===== src/rtl/core/lfsc_pkg.sv =====
// ----------------------------------------------------------------------------
// lfsc_pkg
// shared types and constants of the line-follow steering controller
// ----------------------------------------------------------------------------
package lfsc_pkg;

  localparam int unsigned SENSOR_COUNT = 8;
  localparam int unsigned SAMPLE_W     = 10;
  localparam int unsigned POS_W        = 13;
  localparam int unsigned WSUM_W       = 25;  // 1023 * 28 * 1000 < 2^25
  localparam int unsigned SUM_W        = 13;  // 8 * 1023 < 2^13
  localparam int unsigned CNT_W        = 5;
  localparam int unsigned DIV_STEPS    = WSUM_W;

  // configuration register indexes
  localparam logic [2:0] CFG_NOISE_LEVEL  = 3'd0;
  localparam logic [2:0] CFG_PIVOT_LEFT   = 3'd1;
  localparam logic [2:0] CFG_CURVE_LEFT   = 3'd2;
  localparam logic [2:0] CFG_CENTER_LEFT  = 3'd3;
  localparam logic [2:0] CFG_CENTER_RIGHT = 3'd4;
  localparam logic [2:0] CFG_CURVE_RIGHT  = 3'd5;
  localparam logic [2:0] CFG_PIVOT_RIGHT  = 3'd6;
  localparam logic [2:0] CFG_COAST_TICKS  = 3'd7;

  // motor direction codes
  localparam logic [1:0] DIR_STOP = 2'd0;
  localparam logic [1:0] DIR_FWD  = 2'd1;
  localparam logic [1:0] DIR_REV  = 2'd2;

  // positions and drive levels
  localparam logic [POS_W-1:0] POS_LEFT   = 13'd0;
  localparam logic [POS_W-1:0] POS_CENTRE = 13'd3500;
  localparam logic [POS_W-1:0] POS_RIGHT  = 13'd7000;
  localparam logic [3:0]       SNAP_COUNT = 4'd5;

  localparam logic [7:0] SPD_ZERO   = 8'd0;
  localparam logic [7:0] SPD_CRUISE = 8'd100;
  localparam logic [7:0] SPD_SOFT   = 8'd115;
  localparam logic [7:0] SPD_SLOW   = 8'd85;
  localparam logic [7:0] SPD_PIVOT  = 8'd200;
  localparam logic [7:0] SPD_BACK   = 8'd95;
  localparam logic [7:0] SPD_CURVE  = 8'd170;
  localparam logic [7:0] SPD_INNER  = 8'd70;

  typedef struct packed {
    logic [SAMPLE_W-1:0] sample0;
    logic [SAMPLE_W-1:0] sample1;
    logic [SAMPLE_W-1:0] sample2;
    logic [SAMPLE_W-1:0] sample3;
    logic [SAMPLE_W-1:0] sample4;
    logic [SAMPLE_W-1:0] sample5;
    logic [SAMPLE_W-1:0] sample6;
    logic [SAMPLE_W-1:0] sample7;
  } in_item_t;

  typedef struct packed {
    logic [1:0]       left_dir;
    logic [7:0]       left_speed;
    logic [1:0]       right_dir;
    logic [7:0]       right_speed;
    logic [POS_W-1:0] line_position;
    logic             line_seen;
  } out_item_t;

  // controller to datapath
  typedef struct packed {
    logic       load;
    logic       scan;
    logic [2:0] idx;
    logic       div_step;
    logic       finish;
  } cmd_t;

  // datapath to controller
  typedef struct packed {
    logic use_div;
  } status_t;

  // sensor weight, index times 1000
  function automatic logic [POS_W-1:0] sensor_weight(input logic [2:0] idx);
    logic [POS_W-1:0] w;
    unique case (idx)
      3'd0: w = 13'd0;
      3'd1: w = 13'd1000;
      3'd2: w = 13'd2000;
      3'd3: w = 13'd3000;
      3'd4: w = 13'd4000;
      3'd5: w = 13'd5000;
      3'd6: w = 13'd6000;
      3'd7: w = 13'd7000;
    endcase
    return w;
  endfunction

endpackage


===== src/rtl/core/lfsc_ctrl.sv =====
// ----------------------------------------------------------------------------
// lfsc_ctrl
// sequencer: scan sweep, divide steps, result hand-off
// ----------------------------------------------------------------------------
module lfsc_ctrl (
  input  logic              clk_i,
  input  logic              rst_ni,
  input  logic              in_valid_i,
  output logic              in_stall_o,
  output logic              out_valid_o,
  input  logic              out_stall_i,
  input  lfsc_pkg::status_t status_i,
  output lfsc_pkg::cmd_t    cmd_o
);

  typedef enum logic [1:0] {
    ST_IDLE,
    ST_SCAN,
    ST_DIVIDE,
    ST_FINISH
  } state_e;

  localparam logic [lfsc_pkg::CNT_W-1:0] ScanLast =
    lfsc_pkg::CNT_W'(lfsc_pkg::SENSOR_COUNT - 1);
  localparam logic [lfsc_pkg::CNT_W-1:0] DivLast =
    lfsc_pkg::CNT_W'(lfsc_pkg::DIV_STEPS - 1);

  state_e                     state_q;
  logic [lfsc_pkg::CNT_W-1:0] cnt_q;
  logic                       out_valid_q;
  logic                       slot_free;

  assign slot_free   = !out_valid_q || !out_stall_i;
  assign in_stall_o  = (state_q != ST_IDLE);
  assign out_valid_o = out_valid_q;

  always_comb begin
    cmd_o          = '0;
    cmd_o.idx      = cnt_q[2:0];
    cmd_o.load     = (state_q == ST_IDLE) && in_valid_i;
    cmd_o.scan     = (state_q == ST_SCAN);
    cmd_o.div_step = (state_q == ST_DIVIDE) && status_i.use_div;
    cmd_o.finish   = (state_q == ST_FINISH) && slot_free;
  end

  always_ff @(posedge clk_i or negedge rst_ni) begin
    if (!rst_ni) begin
      state_q     <= ST_IDLE;
      cnt_q       <= '0;
      out_valid_q <= 1'b0;
    end else begin
      // taken result leaves unless a new one replaces it this cycle
      if (out_valid_q && !out_stall_i && !cmd_o.finish) begin
        out_valid_q <= 1'b0;
      end
      unique case (state_q)
        ST_IDLE: begin
          if (in_valid_i) begin
            state_q <= ST_SCAN;
            cnt_q   <= '0;
          end
        end
        ST_SCAN: begin
          if (cnt_q == ScanLast) begin
            state_q <= ST_DIVIDE;
            cnt_q   <= '0;
          end else begin
            cnt_q <= cnt_q + 1'b1;
          end
        end
        ST_DIVIDE: begin
          // no divide for a snapped position or a lost line
          if (!status_i.use_div || cnt_q == DivLast) begin
            state_q <= ST_FINISH;
          end else begin
            cnt_q <= cnt_q + 1'b1;
          end
        end
        ST_FINISH: begin
          if (slot_free) begin
            state_q     <= ST_IDLE;
            out_valid_q <= 1'b1;
          end
        end
      endcase
    end
  end

`ifndef ASSERT_OFF
  a_accept_starts_scan: assert property (@(posedge clk_i) disable iff (!rst_ni)
    (in_valid_i && !in_stall_o) |=> (state_q == ST_SCAN && cnt_q == '0))
    else $error("accepted item did not start a scan");

  a_div_count_range: assert property (@(posedge clk_i) disable iff (!rst_ni)
    (state_q == ST_DIVIDE) |-> (cnt_q <= DivLast))
    else $error("divide step count out of range");

  a_finish_slot_free: assert property (@(posedge clk_i) disable iff (!rst_ni)
    cmd_o.finish |=> out_valid_q)
    else $error("finished result not presented");
`endif

endmodule


===== src/rtl/core/lfsc_datapath.sv =====
// ----------------------------------------------------------------------------
// lfsc_datapath
// sample accumulation, restoring divider, drive band selection, state
// ----------------------------------------------------------------------------
module lfsc_datapath #(
  parameter int unsigned SWEEP_TICKS = 800
) (
  input  logic                clk_i,
  input  logic                rst_ni,
  input  logic                cfg_we_i,
  input  logic [2:0]          cfg_idx_i,
  input  logic [15:0]         cfg_wdata_i,
  input  lfsc_pkg::in_item_t  in_item_i,
  input  lfsc_pkg::cmd_t      cmd_i,
  output lfsc_pkg::status_t   status_o,
  output lfsc_pkg::out_item_t out_item_o
);

  localparam int unsigned PW = lfsc_pkg::POS_W;
  localparam int unsigned SW = lfsc_pkg::SAMPLE_W;
  localparam logic [15:0] SweepLim  = 16'(SWEEP_TICKS);
  localparam logic [15:0] SweepLim2 = 16'(2 * SWEEP_TICKS);

  // configuration
  logic [SW-1:0] noise_q;
  logic [PW-1:0] pivot_l_q, curve_l_q, centre_l_q, centre_r_q, curve_r_q, pivot_r_q;
  logic [15:0]   coast_q;

  // state kept between items
  logic [PW-1:0] last_pos_q;
  logic [15:0]   gap_q;

  // per item working registers
  logic [SW-1:0]                 smp_q [lfsc_pkg::SENSOR_COUNT];
  logic [lfsc_pkg::WSUM_W-1:0]   wsum_q;   // also holds the quotient
  logic [lfsc_pkg::SUM_W-1:0]    sum_q;
  logic [lfsc_pkg::SUM_W-1:0]    rem_q;
  logic [3:0]                    act_cnt_q;
  logic                          edge_l_q, edge_r_q;
  lfsc_pkg::out_item_t           out_q;

  logic                          head_act;
  logic [22:0]                   prod;
  logic [lfsc_pkg::SUM_W:0]      part, trial;
  logic                          q_bit;
  logic                          seen;
  logic [PW-1:0]                 pos;
  logic [15:0]                   gap_inc;
  lfsc_pkg::out_item_t           res;

  assign head_act = smp_q[0] > noise_q;
  assign prod     = 23'(smp_q[0]) * 23'(lfsc_pkg::sensor_weight(cmd_i.idx));

  // one quotient bit a step
  assign part  = {rem_q, wsum_q[lfsc_pkg::WSUM_W-1]};
  assign q_bit = part >= {1'b0, sum_q};
  assign trial = part - {1'b0, sum_q};

  assign seen              = (act_cnt_q != 4'd0);
  assign status_o.use_div  = seen && (act_cnt_q < lfsc_pkg::SNAP_COUNT);

  always_comb begin
    if (act_cnt_q >= lfsc_pkg::SNAP_COUNT) begin
      pos = edge_l_q ? lfsc_pkg::POS_LEFT
          : (edge_r_q ? lfsc_pkg::POS_RIGHT : lfsc_pkg::POS_CENTRE);
    end else begin
      pos = wsum_q[PW-1:0];
    end
  end

  assign gap_inc = (gap_q == 16'hFFFF) ? gap_q : gap_q + 16'd1;

  always_comb begin
    res           = '0;
    res.line_seen = seen;
    res.left_dir  = lfsc_pkg::DIR_FWD;
    res.right_dir = lfsc_pkg::DIR_FWD;
    if (seen) begin
      res.line_position = pos;
      priority if (pos < pivot_l_q) begin
        res.left_dir    = lfsc_pkg::DIR_REV;
        res.left_speed  = lfsc_pkg::SPD_BACK;
        res.right_speed = lfsc_pkg::SPD_PIVOT;
      end else if (pos < curve_l_q) begin
        res.left_speed  = lfsc_pkg::SPD_INNER;
        res.right_speed = lfsc_pkg::SPD_CURVE;
      end else if (pos < centre_l_q) begin
        res.left_speed  = lfsc_pkg::SPD_SLOW;
        res.right_speed = lfsc_pkg::SPD_SOFT;
      end else if (pos > pivot_r_q) begin
        res.right_dir   = lfsc_pkg::DIR_REV;
        res.left_speed  = lfsc_pkg::SPD_PIVOT;
        res.right_speed = lfsc_pkg::SPD_BACK;
      end else if (pos > curve_r_q) begin
        res.left_speed  = lfsc_pkg::SPD_CURVE;
        res.right_speed = lfsc_pkg::SPD_INNER;
      end else if (pos > centre_r_q) begin
        res.left_speed  = lfsc_pkg::SPD_SOFT;
        res.right_speed = lfsc_pkg::SPD_SLOW;
      end else begin
        res.left_speed  = lfsc_pkg::SPD_CRUISE;
        res.right_speed = lfsc_pkg::SPD_CRUISE;
      end
    end else begin
      res.line_position = last_pos_q;
      priority if (gap_inc < coast_q) begin
        if (last_pos_q > curve_l_q && last_pos_q < curve_r_q) begin
          res.left_speed  = lfsc_pkg::SPD_CRUISE;
          res.right_speed = lfsc_pkg::SPD_CRUISE;
        end else if (last_pos_q <= curve_l_q) begin
          res.left_speed  = lfsc_pkg::SPD_ZERO;
          res.right_speed = lfsc_pkg::SPD_CURVE;
        end else begin
          res.left_speed  = lfsc_pkg::SPD_CURVE;
          res.right_speed = lfsc_pkg::SPD_ZERO;
        end
      end else if (gap_inc < SweepLim2) begin
        // first sweep toward the last side, then back the other way
        if ((last_pos_q >= lfsc_pkg::POS_CENTRE) == (gap_inc < SweepLim)) begin
          res.right_dir   = lfsc_pkg::DIR_REV;
          res.left_speed  = lfsc_pkg::SPD_PIVOT;
          res.right_speed = lfsc_pkg::SPD_BACK;
        end else begin
          res.left_dir    = lfsc_pkg::DIR_REV;
          res.left_speed  = lfsc_pkg::SPD_BACK;
          res.right_speed = lfsc_pkg::SPD_PIVOT;
        end
      end else begin
        res.left_dir  = lfsc_pkg::DIR_STOP;
        res.right_dir = lfsc_pkg::DIR_STOP;
      end
    end
  end

  // configuration and persistent state
  always_ff @(posedge clk_i or negedge rst_ni) begin
    if (!rst_ni) begin
      noise_q    <= 10'd300;
      pivot_l_q  <= 13'd1200;
      curve_l_q  <= 13'd2400;
      centre_l_q <= 13'd3050;
      centre_r_q <= 13'd3950;
      curve_r_q  <= 13'd4600;
      pivot_r_q  <= 13'd5800;
      coast_q    <= 16'd300;
      last_pos_q <= lfsc_pkg::POS_CENTRE;
      gap_q      <= '0;
    end else begin
      if (cfg_we_i) begin
        unique case (cfg_idx_i)
          lfsc_pkg::CFG_NOISE_LEVEL:  noise_q    <= cfg_wdata_i[SW-1:0];
          lfsc_pkg::CFG_PIVOT_LEFT:   pivot_l_q  <= cfg_wdata_i[PW-1:0];
          lfsc_pkg::CFG_CURVE_LEFT:   curve_l_q  <= cfg_wdata_i[PW-1:0];
          lfsc_pkg::CFG_CENTER_LEFT:  centre_l_q <= cfg_wdata_i[PW-1:0];
          lfsc_pkg::CFG_CENTER_RIGHT: centre_r_q <= cfg_wdata_i[PW-1:0];
          lfsc_pkg::CFG_CURVE_RIGHT:  curve_r_q  <= cfg_wdata_i[PW-1:0];
          lfsc_pkg::CFG_PIVOT_RIGHT:  pivot_r_q  <= cfg_wdata_i[PW-1:0];
          lfsc_pkg::CFG_COAST_TICKS:  coast_q    <= cfg_wdata_i;
        endcase
      end
      if (cmd_i.finish) begin
        if (seen) begin
          last_pos_q <= pos;
          gap_q      <= '0;
        end else begin
          gap_q <= gap_inc;
        end
      end
    end
  end

  // working registers
  always_ff @(posedge clk_i) begin
    if (cmd_i.load) begin
      smp_q[0]  <= in_item_i.sample0;
      smp_q[1]  <= in_item_i.sample1;
      smp_q[2]  <= in_item_i.sample2;
      smp_q[3]  <= in_item_i.sample3;
      smp_q[4]  <= in_item_i.sample4;
      smp_q[5]  <= in_item_i.sample5;
      smp_q[6]  <= in_item_i.sample6;
      smp_q[7]  <= in_item_i.sample7;
      wsum_q    <= '0;
      sum_q     <= '0;
      rem_q     <= '0;
      act_cnt_q <= '0;
      edge_l_q  <= 1'b0;
      edge_r_q  <= 1'b0;
    end else if (cmd_i.scan) begin
      for (int i = 0; i < lfsc_pkg::SENSOR_COUNT - 1; i++) begin
        smp_q[i] <= smp_q[i+1];
      end
      if (head_act) begin
        wsum_q    <= wsum_q + lfsc_pkg::WSUM_W'(prod);
        sum_q     <= sum_q + lfsc_pkg::SUM_W'(smp_q[0]);
        act_cnt_q <= act_cnt_q + 4'd1;
        if (cmd_i.idx == 3'd0) begin
          edge_l_q <= 1'b1;
        end
        if (cmd_i.idx == 3'(lfsc_pkg::SENSOR_COUNT - 1)) begin
          edge_r_q <= 1'b1;
        end
      end
    end else if (cmd_i.div_step) begin
      rem_q  <= q_bit ? trial[lfsc_pkg::SUM_W-1:0] : part[lfsc_pkg::SUM_W-1:0];
      wsum_q <= {wsum_q[lfsc_pkg::WSUM_W-2:0], q_bit};
    end
    if (cmd_i.finish) begin
      out_q <= res;
    end
  end

  assign out_item_o = out_q;

`ifndef ASSERT_OFF
  a_rem_below_divisor: assert property (@(posedge clk_i) disable iff (!rst_ni)
    cmd_i.div_step |=> (rem_q < sum_q))
    else $error("divider remainder not below divisor");

  a_last_pos_range: assert property (@(posedge clk_i) disable iff (!rst_ni)
    last_pos_q <= lfsc_pkg::POS_RIGHT)
    else $error("held line position out of range");
`endif

endmodule


===== src/rtl/core/line_follow_steering_controller_core.sv =====
// sequence: load, sensor scan, divide, hand-off; the divide is skipped when the
// position snaps or the line is lost, and a stalled pending result holds the hand-off
// the sensor scan and the 25-step restoring divider share one sequencer, so a
// new item is taken only once the previous one has been handed off
// reset: asynchronous active low; thresholds return to defaults, held position
// to centre, gap counter to zero, no result pending
// ----------------------------------------------------------------------------
// line_follow_steering_controller_core
// ir line sensor scan to differential drive command, one result per item
// ----------------------------------------------------------------------------
module line_follow_steering_controller_core #(
  parameter int unsigned SWEEP_TICKS = 800
) (
  input  logic                clk_i,
  input  logic                rst_ni,
  // configuration write port
  input  logic                cfg_we_i,
  input  logic [2:0]          cfg_idx_i,
  input  logic [15:0]         cfg_wdata_i,
  // scan items in
  input  logic                in_valid_i,
  output logic                in_stall_o,
  input  lfsc_pkg::in_item_t  in_item_i,
  // drive items out
  output logic                out_valid_o,
  input  logic                out_stall_i,
  output lfsc_pkg::out_item_t out_item_o
);

  // command and status between sequencer and datapath
  lfsc_pkg::cmd_t    cmd;
  lfsc_pkg::status_t status;

  // sequencer: idle, scan of the eight samples, divide, hand-off into the
  // output register; a new item is taken as soon as the sequencer is idle,
  // even while the previous result still waits in the output register
  lfsc_ctrl u_ctrl (
    .clk_i       (clk_i),
    .rst_ni      (rst_ni),
    .in_valid_i  (in_valid_i),
    .in_stall_o  (in_stall_o),
    .out_valid_o (out_valid_o),
    .out_stall_i (out_stall_i),
    .status_i    (status),
    .cmd_o       (cmd)
  );

  // datapath: one sensor a cycle is thresholded and accumulated (sample times
  // index weight), the quotient is then built one bit a cycle when the divide is needed, and the final
  // cycle picks the drive band or the lost-line phase from the gap counter
  lfsc_datapath #(
    .SWEEP_TICKS (SWEEP_TICKS)
  ) u_dp (
    .clk_i       (clk_i),
    .rst_ni      (rst_ni),
    .cfg_we_i    (cfg_we_i),
    .cfg_idx_i   (cfg_idx_i),
    .cfg_wdata_i (cfg_wdata_i),
    .in_item_i   (in_item_i),
    .cmd_i       (cmd),
    .status_o    (status),
    .out_item_o  (out_item_o)
  );

endmodule

===== config.mk =====
export PLATFORM = sky130hd
export DESIGN_NAME = line_follow_steering_controller_core
export DESIGN_NICKNAME = d
export VERILOG_FILES = /design/src/rtl/core/lfsc_pkg.sv /design/src/rtl/core/lfsc_ctrl.sv /design/src/rtl/core/lfsc_datapath.sv /design/src/rtl/core/line_follow_steering_controller_core.sv
export SDC_FILE = /design/constraint.sdc
export NUM_CORES = 1
export LEC_CHECK = 0
export ABC_AREA = 1
export BUFFER_PORTS_ARGS = -buffer_cell sky130_fd_sc_hd__buf_2
export CORE_ASPECT_RATIO = 1.2
export CORE_MARGIN = 8
export CORE_UTILIZATION = 65
export DETAILED_ROUTE_END_ITERATION = 12
export PLACE_DENSITY = 0.85
export REMOVE_ABC_BUFFERS = 1
export SYNTH_ARGS = -nofsm -noshare
export SYNTH_HDL_FRONTEND = slang
export SYNTH_SLANG_ARGS = --single-unit

===== constraint.sdc =====
create_clock -name clk_i -period 12.9 [get_ports clk_i]
set_clock_uncertainty 0.2 [all_clocks]
set_input_delay 0 -clock clk_i [delete_from_list [all_inputs] [get_ports clk_i]]
set_output_delay 0 -clock clk_i [all_outputs]
set_load 0.02 [all_outputs]

==> reports/qor_table.md, run 1 <==
| Item | Reported | Unit |
|:---|:---|:---|
| Initial core utilization | 0.662 | - |
| Max Buffers Root-to-Sink | 3 | - |
| Final non-filler cell area | 24900 | µm² |
| Starting DRC count in detailed routing | 1523 | - |
| Vias in the first global route | 19400 | - |
| H-Tree Depth | 2 | - |
| Proportion of register bits with asynchronous set or reset after synthesis | 0.455 | - |
| Vias post-DR | 19200 | - |
| Most instantiated library cell after synthesis | sky130_fd_sc_hd__nand2_1 | - |
| Clock transition time at the flip-flop clock pins of the worst setup and hold paths | 0.06 | ns |
| Post-DP Area | 22400 | µm² |
| Avg Cell Area, Syn | 8.21 | µm² |
| Total global routing track utilization | 0.308 | - |
| Placed wire-length estimate after detailed placement | 40300 | µm |
| Gr ovfl total | 0 | - |
| Hold Crit Endpoint | u_dp.smp_q[1][25] | - |
| Resized cells post-CTS | 0 | - |
| Number of design rule violations left after detail routing | 0 | - |
| TritonCTS clock tree | built | - |
| Terminus of the critical flop-to-flop path | u_dp.wsum_q[20] | - |
| Count of buffers added by post-CTS timing repair for setup | 0 | - |
| Number of cell rows | 72 | - |
| Top-area cell type share of the netlist area | 0.158 | - |
| First-pass GRT wire length | 97700 | µm |
| Number of enable flip-flop cells after synthesis | 112 | - |
| Required time at the worst-slack endpoint | 13.15 | ns |
| Clock sink total | 310 | - |
| Die Y-Extent | 215 | µm |
| Minimum clock period | 6.83 | ns |
| Clk_lat worst skew | 0.53 | ns |
| Final net count | 3263 | - |
| Global routing met3 resource utilization | 0.0547 | - |
| Fin. Hold Viols | 0 | - |
| Upper clock frequency limit | 146 | MHz |
| R2R Path Start | u_ctrl.cnt_q[0] | - |
| Sequential area share after synthesis | 0.379 | - |
| Hold path startpoint | in_item_i[15] | - |
| Multi-input gate area | 11500 | µm² |
| Post-synthesis to final-layout area growth | 16.6 | % |
| Number of filler instances in the final layout | 2112 | - |
| Hold Path Depth | 4 | - |
| Seq. cell area | 8100 | µm² |
| Data arrival time of the critical path | 7.08 | ns |
| Met2 Use GR | 0.542 | - |
| Max-cap viol count | 0 | - |
| Count of final setup violators | 0 | - |
| Maximum number of pins on one net before global-route repair | 85 | - |
| Type of the setup path with the least slack | flop to flop | - |
| Layer carrying the most global-route usage | met2 | - |
| Syn Std Cell Area | 21300 | µm² |
| Antenna Diode Count | 0 | - |
| GP Congestion | 0.934 | - |
| Number of buffers added by the clock tree synthesis step | 34 | - |
| Yosys warnings | 0 | - |
| Class of the tightest hold or removal check | input pin to flop | - |
| Category of the worst setup path capture point | flop | - |
| Hold Slack | 0.0649 | ns |
| Netlist cell types | 53 | - |
| Normalized max-slew margin | 0.278 | - |
| Core region area | 32300 | µm² |
| Total wire length | 61100 | µm |
| Total negative slack for setup checks | 0 | ns |
| Number of flip-flops and latches in the synthesized netlist | 310 | - |
| Slew Viols, Final | 0 | - |
| Max Fanout on Critical Path | 18 | - |
| Number of instances in the synthesized netlist | 2599 | - |
| Layout cells sized above 1 | 0.104 | - |
| Routed len/inst | 18.6 | µm |
| Chip width | 181 | µm |
| Final period util | 0.529 | - |
| I/O Pins | 140 | - |
| Leading post-synthesis cells by instance count | sky130_fd_sc_hd__nand2_1, sky130_fd_sc_hd__inv_1, sky130_fd_sc_hd__o21ai_0 | - |
| Routed vias/inst | 5.84 | - |
| Ys flop type | sky130_fd_sc_hd__edfxtp_1 | - |
| Setup repair after global routing missed its margin | no | - |
| CP startpoint kind | flop | - |
| Worst-Margin Slew | 1.08 | ns |
| Floorplan die area | 38900 | µm² |
| CTS Root Cell | sky130_fd_sc_hd__clkbuf_16 | - |
| Fraction of met1 tracks used by global routing | 0.348 | - |
| Antenna violations before repair | 0 | - |
| Leading post-synthesis cells by cell area | sky130_fd_sc_hd__edfxtp_1, sky130_fd_sc_hd__ha_1, sky130_fd_sc_hd__nand2_1, sky130_fd_sc_hd__dfrtp_1, sky130_fd_sc_hd__fa_1 | - |
| R2R depth | 25 | - |
| First-pass DRT Iterations | 6 | - |
| Result of the run | complete, no violations | - |
| Cell type with the largest total area after synthesis | sky130_fd_sc_hd__edfxtp_1 | - |
| Setup slack, reg-to-reg | 6.07 | ns |
| Number of nets with antenna violations after routing | 0 | - |
| # port buffers | 139 | - |
through the flow:
stage / setup slack, ns / instances / utilization
after floorplan: 6.92 / 2526 / -
final: 6.07 / 3286 / 0.771
after global placement: 6.39 / 3082 / 0.693
after global routing: 5.64 / 3286 / 0.771
after CTS: 6.15 / 3286 / 0.771
after detailed placement: 6.19 / 3082 / 0.693
final cells by class:
type,instances,area share
Multi-Input combinational cell,1817,0.461
Sequential cell,310,0.326
Timing Repair Buffer,291,0.0891
Inverter,399,0.0602
Clock buffer,46,0.0386
Tap cell,407,0.0205
Clock inverter,16,0.00503
repair_timing:
action / 4_1_cts / 5_1_grt
hold buffers: 142 / 0
hold endpoints to repair: 277 / 0
setup endpoints to repair: 0 / 0
critical path, stage by stage (launching register included):
cell and delay [ns]:
sky130_fd_sc_hd__dfrtp_1 0.65, sky130_fd_sc_hd__inv_1 0.17, sky130_fd_sc_hd__ha_1 0.26, sky130_fd_sc_hd__nand2_1 0.18, sky130_fd_sc_hd__inv_1 0.17, sky130_fd_sc_hd__nor2_1 0.29, sky130_fd_sc_hd__inv_1 0.17, sky130_fd_sc_hd__nor2_1 0.14
sky130_fd_sc_hd__ha_1 0.26, sky130_fd_sc_hd__a31o_2 0.27, sky130_fd_sc_hd__fa_1 0.56, sky130_fd_sc_hd__fa_1 0.44, sky130_fd_sc_hd__fa_1 0.54, sky130_fd_sc_hd__inv_1 0.05, sky130_fd_sc_hd__fa_1 0.53, sky130_fd_sc_hd__inv_1 0.04
sky130_fd_sc_hd__ha_1 0.34, sky130_fd_sc_hd__nand2_1 0.11, sky130_fd_sc_hd__nor2_1 0.14, sky130_fd_sc_hd__inv_1 0.06, sky130_fd_sc_hd__o21ai_0 0.33, sky130_fd_sc_hd__a21oi_1 0.21, sky130_fd_sc_hd__o21ai_0 0.26, sky130_fd_sc_hd__or2_2 0.15
sky130_fd_sc_hd__nand3_1 0.05, sky130_fd_sc_hd__a21oi_1 0.16
kinds of logic after synthesis:
logic type | Yosys count | synth area share
AND/OR/NAND/NOR | 970 | 0.186
buffers and inverters | 472 | 0.0841
adder cells (fa/ha/maj) | 306 | 0.208
AO/OA/AOI/OAI | 499 | 0.125
flip-flops | 310 | 0.379
XOR/XNOR | 42 | 0.0172
routing by layer:
layer  vias to the layer above  routed length (µm)
li1                       8955                   -
met2                       991               30300
met5                         -                   0
met1                      8992               22500
met3                       250                4620
met4                         0                3650
layout by cell type, fill, tap and decap left out, drive strengths merged, types with 78 or more instances in the layout:
cell type / instances
a21oi: 167
o21ai: 269
ha: 224
inv: 400
buf: 150
nor2: 153
nand3: 78
fa: 82
nand2: 675
dfrtp: 88
dlygate4sd3: 141
edfxtp: 112
sequential cells by signal, summed over array words and instances, names as in the netlist, 16 cells and up:
| signal | flops |
|---|---|
| u_dp.coast_q | 16 |
| u_dp.gap_q | 16 |
| u_dp.wsum_q | 25 |
| u_dp.out_item_o | 32 |
| u_dp.smp_q | 80 |
worst max-delay path by stage:
stage,start,endpoint,slack (ns),depth (start not counted)
global placement,u_ctrl.cnt_q[0],u_dp.wsum_q[20],6.39,25
CTS,u_ctrl.cnt_q[0],u_dp.wsum_q[20],6.15,25
detailed placement,u_ctrl.cnt_q[0],u_dp.wsum_q[20],6.19,25
finish,u_ctrl.cnt_q[0],u_dp.wsum_q[20],6.07,25
floorplan,u_ctrl.cnt_q[0],u_dp.wsum_q[20],6.92,25
global route,u_ctrl.cnt_q[0],u_dp.wsum_q[20],5.64,25
Power of run 1 is not shown: default switching activity piles up to over one toggle a cycle in this logic, so the estimate is an artifact.
==> run 2: changes to the inputs <==
- ABC_AREA: 1 -> 0
- CORE_UTILIZATION: 65 -> 56
- PLACE_DENSITY: 0.85 -> 0.78
- clock period: 12.9 -> 6.25 ns (I/O delays scaled with it)
==> reports/qor_table.md, run 2 <==
| Item | Reported | Unit | Delta |
|:---|:---|:---|:---|
| Result of the run | complete, no violations | - |  |
| Register ranked first by flip-flop count | u_dp.smp_q | - |  |
| Cell type with the largest total area after synthesis | sky130_fd_sc_hd__edfxtp_1 | - |  |
| Clock transition time at the flip-flop clock pins of the worst setup and hold paths | 0.07 | ns | about the same |
| Max-cap viol count | 0 | - | unchanged |
| Fin. Hold Viols | 0 | - | unchanged |
| Worst path bufs/invs | 5 | - | -1 |
| Worst-Margin Slew | 0.998 | ns | -0.0852 ns |
| Leading post-synthesis cells by cell area | sky130_fd_sc_hd__edfxtp_1, sky130_fd_sc_hd__ha_1, sky130_fd_sc_hd__dfrtp_1, sky130_fd_sc_hd__fa_1, sky130_fd_sc_hd__mux2_2 | - |  |
| Die Y-Extent | 229 | µm | +7.0% |
| Total wire length | 57000 | µm | -6.8% |
| Floorplan die area | 44500 | µm² | +14% |
| Hold Slack | 0.0190 | ns | -0.0459 ns |
| Commonest non-fill, non-tap cell in the layout | sky130_fd_sc_hd__inv_1 | - |  |
| Kind of cell adding the most delay to the critical path | adder cells | - |  |
| Max stage delay on crit path | 0.55 | ns | -0.10 ns |
| Most frequent cells in the layout | sky130_fd_sc_hd__inv_1, sky130_fd_sc_hd__nand2_1, sky130_fd_sc_hd__ha_1 | - |  |
| Initial core utilization | 0.564 | - | -0.0973 |
| TritonCTS clock tree | built | - |  |
| Total global routing track utilization | 0.251 | - | -0.0563 |
| Proportion of register bits with asynchronous set or reset after synthesis | 0.455 | - | unchanged |
| Routed len/inst | 19.3 | µm | +3.7% |
| Final period util | 0.975 | - | +0.446 |
| Clock sink total | 310 | - | unchanged |
| Met2 Use GR | 0.459 | - | -0.0821 |
| First-pass DRT Iterations | 5 | - | -1 |
| Number of design rule violations left after detail routing | 0 | - | unchanged |
| Slew Viols, Final | 0 | - | unchanged |
| Number of enable flip-flop cells after synthesis | 112 | - | unchanged |
| Layout cells sized above 1 | 0.195 | - | +0.0909 |
| Number of nets with antenna violations after routing | 0 | - | unchanged |
| Data arrival time of the critical path | 6.37 | ns | -0.71 ns |
| GP Congestion | 0.925 | - | -0.97% |
| Antenna violations before repair | 2 | - | +2 |
| Minimum clock period | 6.09 | ns | -0.733 ns |
| Maximum number of pins on one net before global-route repair | 82 | - | -3.5% |
| # port buffers | 139 | - | unchanged |
| H-Tree Depth | 2 | - | unchanged |
| Core region area | 37700 | µm² | +17% |
| Master of the slowest instance on the critical path | sky130_fd_sc_hd__fa_1 | - |  |
| Final net count | 2854 | - | -13% |
| I/O Pins | 140 | - | unchanged |
| Count of final setup violators | 0 | - | unchanged |
| Chip width | 194 | µm | +6.9% |
| Required time at the worst-slack endpoint | 6.53 | ns | -6.62 ns |
| Class of the tightest hold or removal check | input pin to flop | - |  |
| Max Fanout on Critical Path | 7 | - | -11 |
| Number of cell rows | 78 | - | +8.3% |
| Syn Std Cell Area | 21300 | µm² | -0.37% |
| Top-area cell type share of the netlist area | 0.158 | - | +0.000584 |
| Top cell by count, worst path | sky130_fd_sc_hd__fa_1 | - |  |
| Layer carrying the most global-route usage | met2 | - |  |
| Ordered cell list for the critical path | inv_2 > ha_4 > mux2i_1 > buf_4 > nand2_1 > fa_1 > inv_1 > fa_1 > fa_1 > fa_1 > inv_1 > fa_1 > inv_1 > ha_4 > a21o_1 > a21o_1 > a21oi_2 > a21oi_2 > a211o_1 > a21oi_2 > xnor2_2 > mux2_4 > a21oi_2 | - |  |
| Gr ovfl total | 0 | - | unchanged |
| Max Buffers Root-to-Sink | 3 | - | unchanged |
| Category of the worst setup path capture point | flop | - |  |
| Yosys warnings | 0 | - | unchanged |
| Number of instances in the synthesized netlist | 2148 | - | -17% |
| Vias post-DR | 17000 | - | -11% |
| CP startpoint kind | flop | - |  |
| Type of the setup path with the least slack | flop to flop | - |  |
| Placed wire-length estimate after detailed placement | 39200 | µm | -2.6% |
| Ys flop type | sky130_fd_sc_hd__edfxtp_1 | - |  |
| Max FFs per register | 80 | - | unchanged |
| Normalized max-slew margin | 0.335 | - | +0.0568 |
| Netlist cell types | 80 | - | +51% |
| Starting DRC count in detailed routing | 965 | - | -37% |
| Number of buffers added by the clock tree synthesis step | 35 | - | +2.9% |
| CTS Root Cell | sky130_fd_sc_hd__clkbuf_16 | - |  |
| Global routing met3 resource utilization | 0.0455 | - | -0.00927 |
| Routed vias/inst | 5.76 | - | -1.4% |
| Avg Cell Area, Syn | 9.90 | µm² | +21% |
| Most instantiated library cell after synthesis | sky130_fd_sc_hd__inv_1 | - |  |
| Post-synthesis to final-layout area growth | 19.5 | % |  |
| First-pass GRT wire length | 91400 | µm | -6.4% |
| Clk_lat worst skew | 0.55 | ns | +0.02 ns |
| Number of flip-flops and latches in the synthesized netlist | 310 | - | unchanged |
| Sequential area share after synthesis | 0.381 | - | +0.00141 |
| Fraction of met1 tracks used by global routing | 0.280 | - | -0.0682 |
| Vias in the first global route | 17900 | - | -7.8% |
| Leading post-synthesis cells by instance count | sky130_fd_sc_hd__inv_1, sky130_fd_sc_hd__nand2_1, sky130_fd_sc_hd__ha_1 | - |  |
| Upper clock frequency limit | 164 | MHz | +12% |
==> run 2: cell types whose count changed in the layout (fill, tap and decap cells not counted), moves of 15 or more <==
cell,before,now
sky130_fd_sc_hd__a21o_1,8,43
sky130_fd_sc_hd__a21oi_1,166,107
sky130_fd_sc_hd__and2_1,0,40
sky130_fd_sc_hd__buf_4,10,54
sky130_fd_sc_hd__inv_1,391,270
sky130_fd_sc_hd__mux2_2,0,122
sky130_fd_sc_hd__mux2i_1,0,18
sky130_fd_sc_hd__nand2_1,663,231
sky130_fd_sc_hd__nand3_1,74,38
sky130_fd_sc_hd__nor2_1,145,102
sky130_fd_sc_hd__nor2b_1,0,24
sky130_fd_sc_hd__o21a_1,4,19
sky130_fd_sc_hd__o21ai_0,264,138
==> run 2: tightest hold or removal path: stages <==
cell and delay [ns]:
sky130_fd_sc_hd__dlygate4sd3_1 0.52, sky130_fd_sc_hd__buf_2 0.09, sky130_fd_sc_hd__mux2_2 0.12
==> run 2: layout make-up <==
| type | instances | area (µm²) |
|---|---|---|
| fill | 2823 | 12300 |
| clock buffer | 51 | 977 |
| tap | 480 | 601 |
| clock inverter | 13 | 151 |
| inverter | 276 | 1040 |
| timing repair buffer | 328 | 2480 |
| multi-input combinational | 1493 | 12100 |
| sequential | 310 | 8100 |
| antenna | 2 | 5.00 |
==> run 2: worst paths after layout <==
kind	start	to	slack [ns]	cells after the start
hold reg to reg	u_dp.rem_q[12]	u_dp.rem_q[12]	0.28	2
setup / recovery	u_ctrl.cnt_q[1]	u_dp.wsum_q[24]	0.16	23
hold / removal	cfg_wdata_i[15]	u_dp.coast_q[15]	0.02	3
setup reg to reg	u_ctrl.cnt_q[1]	u_dp.wsum_q[24]	0.16	23
min in group asynchronous	rst_ni	u_dp.curve_r_q[8]	0.52	3
max in group asynchronous	rst_ni	u_dp.curve_l_q[12]	4.34	4
==> run 2: timing repair <==
action	CTS	global route
resized for setup	7	32
hold endpoints to repair	267	0
pin swaps	4	24
setup buffers	0	5
hold buffers	134	0
endpoints found under the setup margin	3	10
==> run 2: metal layers <==
| layer | wire (µm) | vias up |
|---|---|---|
| met5 | 0 | - |
| met4 | 2700 | 0 |
| met3 | 3060 | 167 |
| met2 | 29400 | 555 |
| met1 | 21800 | 8259 |
| li1 | - | 8024 |
==> run 2: logic make-up after synthesis <==
group	Yosys count	synth area share
xor+xnor	42	0.0173
compound gates	441	0.130
fa+ha+maj	306	0.209
flops	310	0.381
simple gates	561	0.127
mux	143	0.0748
buf+inv	345	0.0617
==> run 2: per-stage QoR <==
stage | setup WS (ns) | cells | TNS (ns) | utilization | area [µm²]
final | 0.156 | 2953 | 0 | 0.675 | 25400
after global routing | -0.0275 | 2953 | -0.0275 | 0.675 | 25400
after CTS | -0.00518 | 2946 | -0.00518 | 0.670 | 25200
after detailed placement | -0.122 | 2748 | -0.235 | 0.603 | 22700
after global placement | 0.00939 | 2748 | 0 | 0.603 | 22700
after floorplan | -0.179 | 2079 | -0.206 | - | 21000
Power of run 2 is left out for the same reason.
